<file path="src/rtl/mfw_pkg.sv">
// Shared types, constants and helper functions of the median filter window.
// Used by the controller, the datapath and the top level; depends on nothing.
package mfw_pkg;

  localparam int MaxLine   = 1024;
  localparam int MaxWindow = 7;
  localparam int Lines     = MaxWindow - 1;
  localparam int Taps      = MaxWindow * MaxWindow;
  localparam int ColW      = $clog2(MaxLine);
  localparam int CntW      = $clog2(Taps + 1);

  localparam logic [2:0] RegImageWidth   = 3'd0;
  localparam logic [2:0] RegImageHeight  = 3'd1;
  localparam logic [2:0] RegWindowWidth  = 3'd2;
  localparam logic [2:0] RegWindowHeight = 3'd3;

  typedef enum logic [3:0] {
    StIdle = 4'b0001,
    StRead = 4'b0010,
    StSel  = 4'b0100,
    StOut  = 4'b1000
  } state_e;

  typedef struct packed {
    logic accept;
    logic shift;
    logic sel_start;
    logic sel_step;
    logic load_out;
  } cmd_t;

  typedef struct packed {
    logic emit;
    logic sel_done;
    logic out_busy;
  } status_t;

  // Window size rounded down to odd, zero taken as one.
  function automatic logic [2:0] eff_window(input logic [2:0] w);
    logic [2:0] v;
    v = (w == 3'd0) ? 3'd1 : w;
    return (v - 3'd1) | 3'd1;
  endfunction

  function automatic logic [10:0] eff_width(input logic [10:0] w);
    logic [10:0] v;
    v = (w == 11'd0) ? 11'd1 : w;
    return (v > 11'(MaxLine)) ? 11'(MaxLine) : v;
  endfunction

  function automatic logic [11:0] eff_height(input logic [11:0] h);
    return (h == 12'd0) ? 12'd1 : h;
  endfunction

endpackage

</file>
<file path="src/rtl/mfw_ctrl.sv">
// Controller state machine of the median filter window.
// Depends on mfw_pkg; drives the datapath through command and status structs.
module mfw_ctrl (
  input  logic             clk_i,
  input  logic             rst_ni,
  input  logic             in_valid_i,
  output logic             in_ready_o,
  input  mfw_pkg::status_t status_i,
  output mfw_pkg::cmd_t    cmd_o
);

  mfw_pkg::state_e state_q, state_d;

  assign in_ready_o = (state_q == mfw_pkg::StIdle);

  always_comb begin
    state_d = state_q;
    cmd_o   = '0;
    case (state_q)
      mfw_pkg::StIdle: begin
        cmd_o.accept = in_valid_i;
        if (in_valid_i) state_d = mfw_pkg::StRead;
      end
      mfw_pkg::StRead: begin
        cmd_o.shift     = 1'b1;
        cmd_o.sel_start = status_i.emit;
        state_d = status_i.emit ? mfw_pkg::StSel : mfw_pkg::StIdle;
      end
      mfw_pkg::StSel: begin
        cmd_o.sel_step = 1'b1;
        if (status_i.sel_done) state_d = mfw_pkg::StOut;
      end
      mfw_pkg::StOut: begin
        // Wait here while the previous result has not yet been taken.
        if (!status_i.out_busy) begin
          cmd_o.load_out = 1'b1;
          state_d = mfw_pkg::StIdle;
        end
      end
      default: state_d = mfw_pkg::StIdle;
    endcase
  end

  always_ff @(posedge clk_i or negedge rst_ni) begin
    if (!rst_ni) state_q <= mfw_pkg::StIdle;
    else         state_q <= state_d;
  end

endmodule

</file>
<file path="config.mk">
export PLATFORM = sky130hd
export DESIGN_NAME = mfw_ctrl
export DESIGN_NICKNAME = d
export VERILOG_FILES = /design/src/rtl/mfw_pkg.sv /design/src/rtl/mfw_ctrl.sv
export SDC_FILE = /design/constraint.sdc
export NUM_CORES = 1
export LEC_CHECK = 0
export BUFFER_PORTS_ARGS = -buffer_cell sky130_fd_sc_hd__buf_2
export CAP_MARGIN = 40
export CORE_AREA = 2 2 39 41
export CTS_BUF_LIST = sky130_fd_sc_hd__clkbuf_8
export DETAILED_ROUTE_END_ITERATION = 8
export DIE_AREA = 0 0 41 43
export HOLD_SLACK_MARGIN = 0.12
export PLACE_DENSITY = 0.5
export SLEW_MARGIN = 20
export SYNTH_ARGS = -nofsm -noshare
export SYNTH_HDL_FRONTEND = slang
export SYNTH_SLANG_ARGS = --single-unit
</file>
<file path="constraint.sdc">
create_clock -name clk_i -period 1.8 [get_ports clk_i]
set_clock_uncertainty 0.2 [all_clocks]
set_input_delay 0.36 -clock clk_i [delete_from_list [all_inputs] [get_ports clk_i]]
set_output_delay 0.36 -clock clk_i [all_outputs]
set_load 0.01 [all_outputs]
</file>
# ---- After elaboration in Yosys (flattened, before gate mapping)
# Cells that the tools add are included.
dict set report word_totals {
  register_bits 4
  inputBits 6
  out_inout_bits 6
}
dict set report op_classes {
  n_eq_ne 7
  mux 10
  reduce_logical 1
}
# op n
set ops {}
lappend ops {{4-bit case mux with 4 select lines} 1}
lappend ops {{4-bit 2-to-1 mux} 3}
lappend ops {{2-bit != test (second input constant)} 3}
lappend ops {{4-bit by 1-bit == test with 1-bit output (second input constant)} 1}
lappend ops {{4-bit by 2-bit == test with 1-bit output (second input constant)} 1}
lappend ops {{4-bit by 3-bit == test with 1-bit output (second input constant)} 1}
lappend ops {{4-bit == test (second input constant)} 1}
lappend ops {{1-bit 2-to-1 mux} 4}
lappend ops {{3-bit 2-to-1 mux} 1}
lappend ops {{3-bit AND reduction} 1}
lappend ops {{2-bit 2-to-1 mux} 1}

# ---- Longest topological paths before layout
dict set report logic_depth {
  depth_word 3
  mapped_depth 3
}

# ---- Worst setup path before layout
# OpenSTA, ideal clock, no wires.
dict set report synth_timing {
  path_type {flip-flop to output port}
  from {register state_q[0]}
  to {output port cmd_o[4] (netlist bit)}
  t_arrival_ns 1.195
  setup_slack_ns 0.045
  path_stages_with_launch 4
  path_buffers 0
  cell_sequence {dfstp_2 -> nor2b_1 -> nor3b_4 -> and2_1}
}
# item line
set synth_rtl {}
lappend synth_rtl {{start, declared} mfw_ctrl.sv:12} ;# mfw_pkg::state_e state_q, state_d;
lappend synth_rtl {{start signal, assigned} mfw_ctrl.sv:45} ;# if (!rst_ni) state_q <= mfw_pkg::StIdle;
lappend synth_rtl {{start signal, assigned} mfw_ctrl.sv:46} ;# else state_q <= state_d;
lappend synth_rtl {{end, declared} mfw_ctrl.sv:9} ;# output mfw_pkg::cmd_t cmd_o

==> run_results.csv <==
group,metric,value,unit
run_status,status,"finished, violations left",
run_status,failed_checks,"negative setup slack",
synthesis,yosysSeqAreaShare,0.367,
clock_network,cts_sinks,4,
placement,pre_cts_ws,54.1,ps
synthesis,synth_warnings,0,
power,power_density,1450,mW/mm^2
power,leakagePower,0.238,nW
layout,stdcell_area,462,um^2
global_route,grtUsageTotal,0.0926,
synthesis,yosys.area.top_type_share,0.271,
layout,drive_above_1_share,0.549,
layout,largest_registers,"state_q: 4 flops",
die,num_rows,14,
timing,fin_tns_setup,-105,ps
critical_path,arrival,1340,ps
global_route,overflow,0,
synthesis,synth_area_leaders,"dfrtp_1 (27%), dfstp_2 (9.5%), and2_1 (6.8%)",
layout,regMostFlops,"state_q",
die,dieWidth,41,um
synthesis,ys_seq_elements,4,
die,ios,12,
timing,rsz0062_at_grt,"true",
timing,hold_violations,0,
global_route,grtUsageMet2,0.109,
global_route,grt_util_met1,0.127,
global_route,top_usage_layer,"met1",
power,p_int,0.458,mW
clock_network,cts_tree,"built",
placement,gp_congestion,0.721,
placement,placed_area,367,um^2
critical_path,cp.required,1240,ps
die,die_area,0.00176,mm^2
global_route,grt_pass1_vias,250,
die,core,0.00138,mm^2
route,avgViaCountPerCell,4.33,
route,wire_per_inst,10.1,um
layout,area_growth,67.0,%
timing,layout_setup_ws,-102,ps
layout,layout.cells.non_filler,67,
placement,port_buffers,11,
route,drt_iter0_drc,7,
clock_network,cts_root_buf,"clkbuf_8",
synthesis,syn-cell-area,277,um^2
synthesis,syn_nets,36,
timing,tightest_slew,239,ps
layout,final_nets,58,
power,vdd_drop_max,0.000350,V
die,die_y,43,um
timing,fmax,526,MHz
synthesis,synth.distinct_cells,20,
critical_path,crit_chain,"nor2b_4 -> nor3b_4 -> and2_1 -> buf_2",
layout,diodes,0,
route,drc,0,
synthesis,avgSynthCellArea,9.22,um^2
timing,max_slew_margin,0.838,
critical_path,cp_slowest_cell,"dfstp_2",
layout,layout_common_cells,"buf_2 (11), buf_4 (6), inv_1 (3), and2_1 (3), clkbuf_8 (3)",
clock_network,cts-buffers-inserted,3,
global_route,grtUsageMet3,0.0157,
layout,num-fill-cells,149,
power,netSwitchingPower,0.213,mW
synthesis,synth_top_area_cell,"dfrtp_1",
clock_network,clock_latency,220,ps
placement,dp_hpwl,446,um
route,vias,290,
power,seqPwrFrac,0.221,
timing,period_needed,1900,ps
power,combPwrFrac,0.489,
die,start_util,0.200,
route,dr.pass1.iters,4,
clock_network,htree_num_levels,1,
route,drt-total-wl,675,um
clock_network,cts_max_path_buffers,2,
power,finalPower,0.671,mW
hold_path,hold_class,"input pin to register",
route,ant_nets,0,
critical_path,start_kind,"register",
placement,dp.cells,59,
global_route,grt_antenna_before_repair,0,
timing,post-route-period-util,1.06,
layout,mostFrequentLayoutCell,"buf_2",
job,cap_violations,0,
timing,setup_viol,3,
global_route,grt_max_degree,8,
critical_path,endpoint_kind,"output pin",
critical_path,cpPeakStageDelay,520,ps
critical_path,crit_type,"register to output pin",
layout,largest_register_ffs,4,
timing,maxSlewViolCount,0,
critical_path,worst-path-max-fanout,3,
synthesis,synthCells,30,
clock_network,path_clk_slew,30,ps
global_route,grt_pass1_wl,1050,um
power,p_clk_frac,0.291,
power,swShare,0.317,
## per-stage QoR
step,hold slack (ps),util
2_1_floorplan,-136,-
3_3_place_gp,-34.9,0.265
3_5_place_dp,-32.6,0.265
4_1_cts,179,0.330
5_1_grt,202,0.334
6_report,181,0.334
## cells in the mapped netlist
cell       n
a21oi_1    1
a22o_1     1
a2bb2oi_1  1
and2_1     3
and3_1     1
and3b_1    1
and3b_2    1
buf_4      1
dfrtp_1    3
dfstp_2    1
inv_1      2
nand2_1    2
nand3_1    1
nor2_1     3
nor2b_1    2
nor3_1     2
nor3b_4    1
nor4b_2    1
o21ai_0    1
o311ai_1   1
## power by group through the flow
stage	Clock (mW)	Sequential, mW	Combinational, mW
6_report	0.195	0.148	0.328
2_1_floorplan	0	0.158	0.144
4_1_cts	0.199	0.148	0.315
3_3_place_gp	0	0.143	0.264
3_5_place_dp	0	0.144	0.263
5_1_grt	0.211	0.154	0.359
## kinds of logic after synthesis
logic type             count (synthesis)  synth area share
flip-flops                             4             0.367
buffers and inverters                  3            0.0543
AND/OR/NAND/NOR                       18             0.448
AO/OA/AOI/OAI                          5             0.131
## routing by layer
metal / routed length (um) / up-vias
met3: 41 / 2
met1: 265 / 129
met5: 0 / -
met2: 353 / 12
met4: 15 / 0
li1: - / 147
## critical path, delay by kind of cell (launching register included)
family,cells,cell delay [ps]
DFF,1,520
buffers and inverters,1,120
and+or+nand+nor,3,490
## what timing repair did
action	in CTS	in global routing
setup endpoints to repair	3	6
setup buffers	3	0
hold buffers	1	0
pin swaps	1	1
resized for setup	5	1
hold endpoints to repair	4	0
## worst paths after layout
path / end / cells after the start / from / slack (ps)
worst max-delay path: cmd_o[4] / 4 / state_q[0]$_DFFE_PN1P_ / -100
worst min-delay path: state_q[1]$_DFFE_PN0P_ / 2 / in_valid_i / 180
worst max register to register: state_q[0]$_DFFE_PN1P_ / 4 / state_q[0]$_DFFE_PN1P_ / 260
worst min register to register: state_q[2]$_DFFE_PN0P_ / 1 / state_q[3]$_DFFE_PN0P_ / 340
max in group asynchronous: state_q[0]$_DFFE_PN1P_ / 2 / rst_ni / 920
min in group asynchronous: state_q[3]$_DFFE_PN0P_ / 2 / rst_ni / 270
## final cells by class
cell class | count | area [um^2] | share of cell area
Multi-Input combinational cell | 23 | 175 | 0.379
Timing Repair Buffer | 18 | 110 | 0.238
Clock buffer | 3 | 41.3 | 0.0894
Inverter | 2 | 7.51 | 0.0163
Sequential cell | 4 | 104 | 0.225
Clock inverter | 1 | 3.75 | 0.00813
Tap cell | 16 | 20.0 | 0.0434
(Power assumes the default switching activity.)
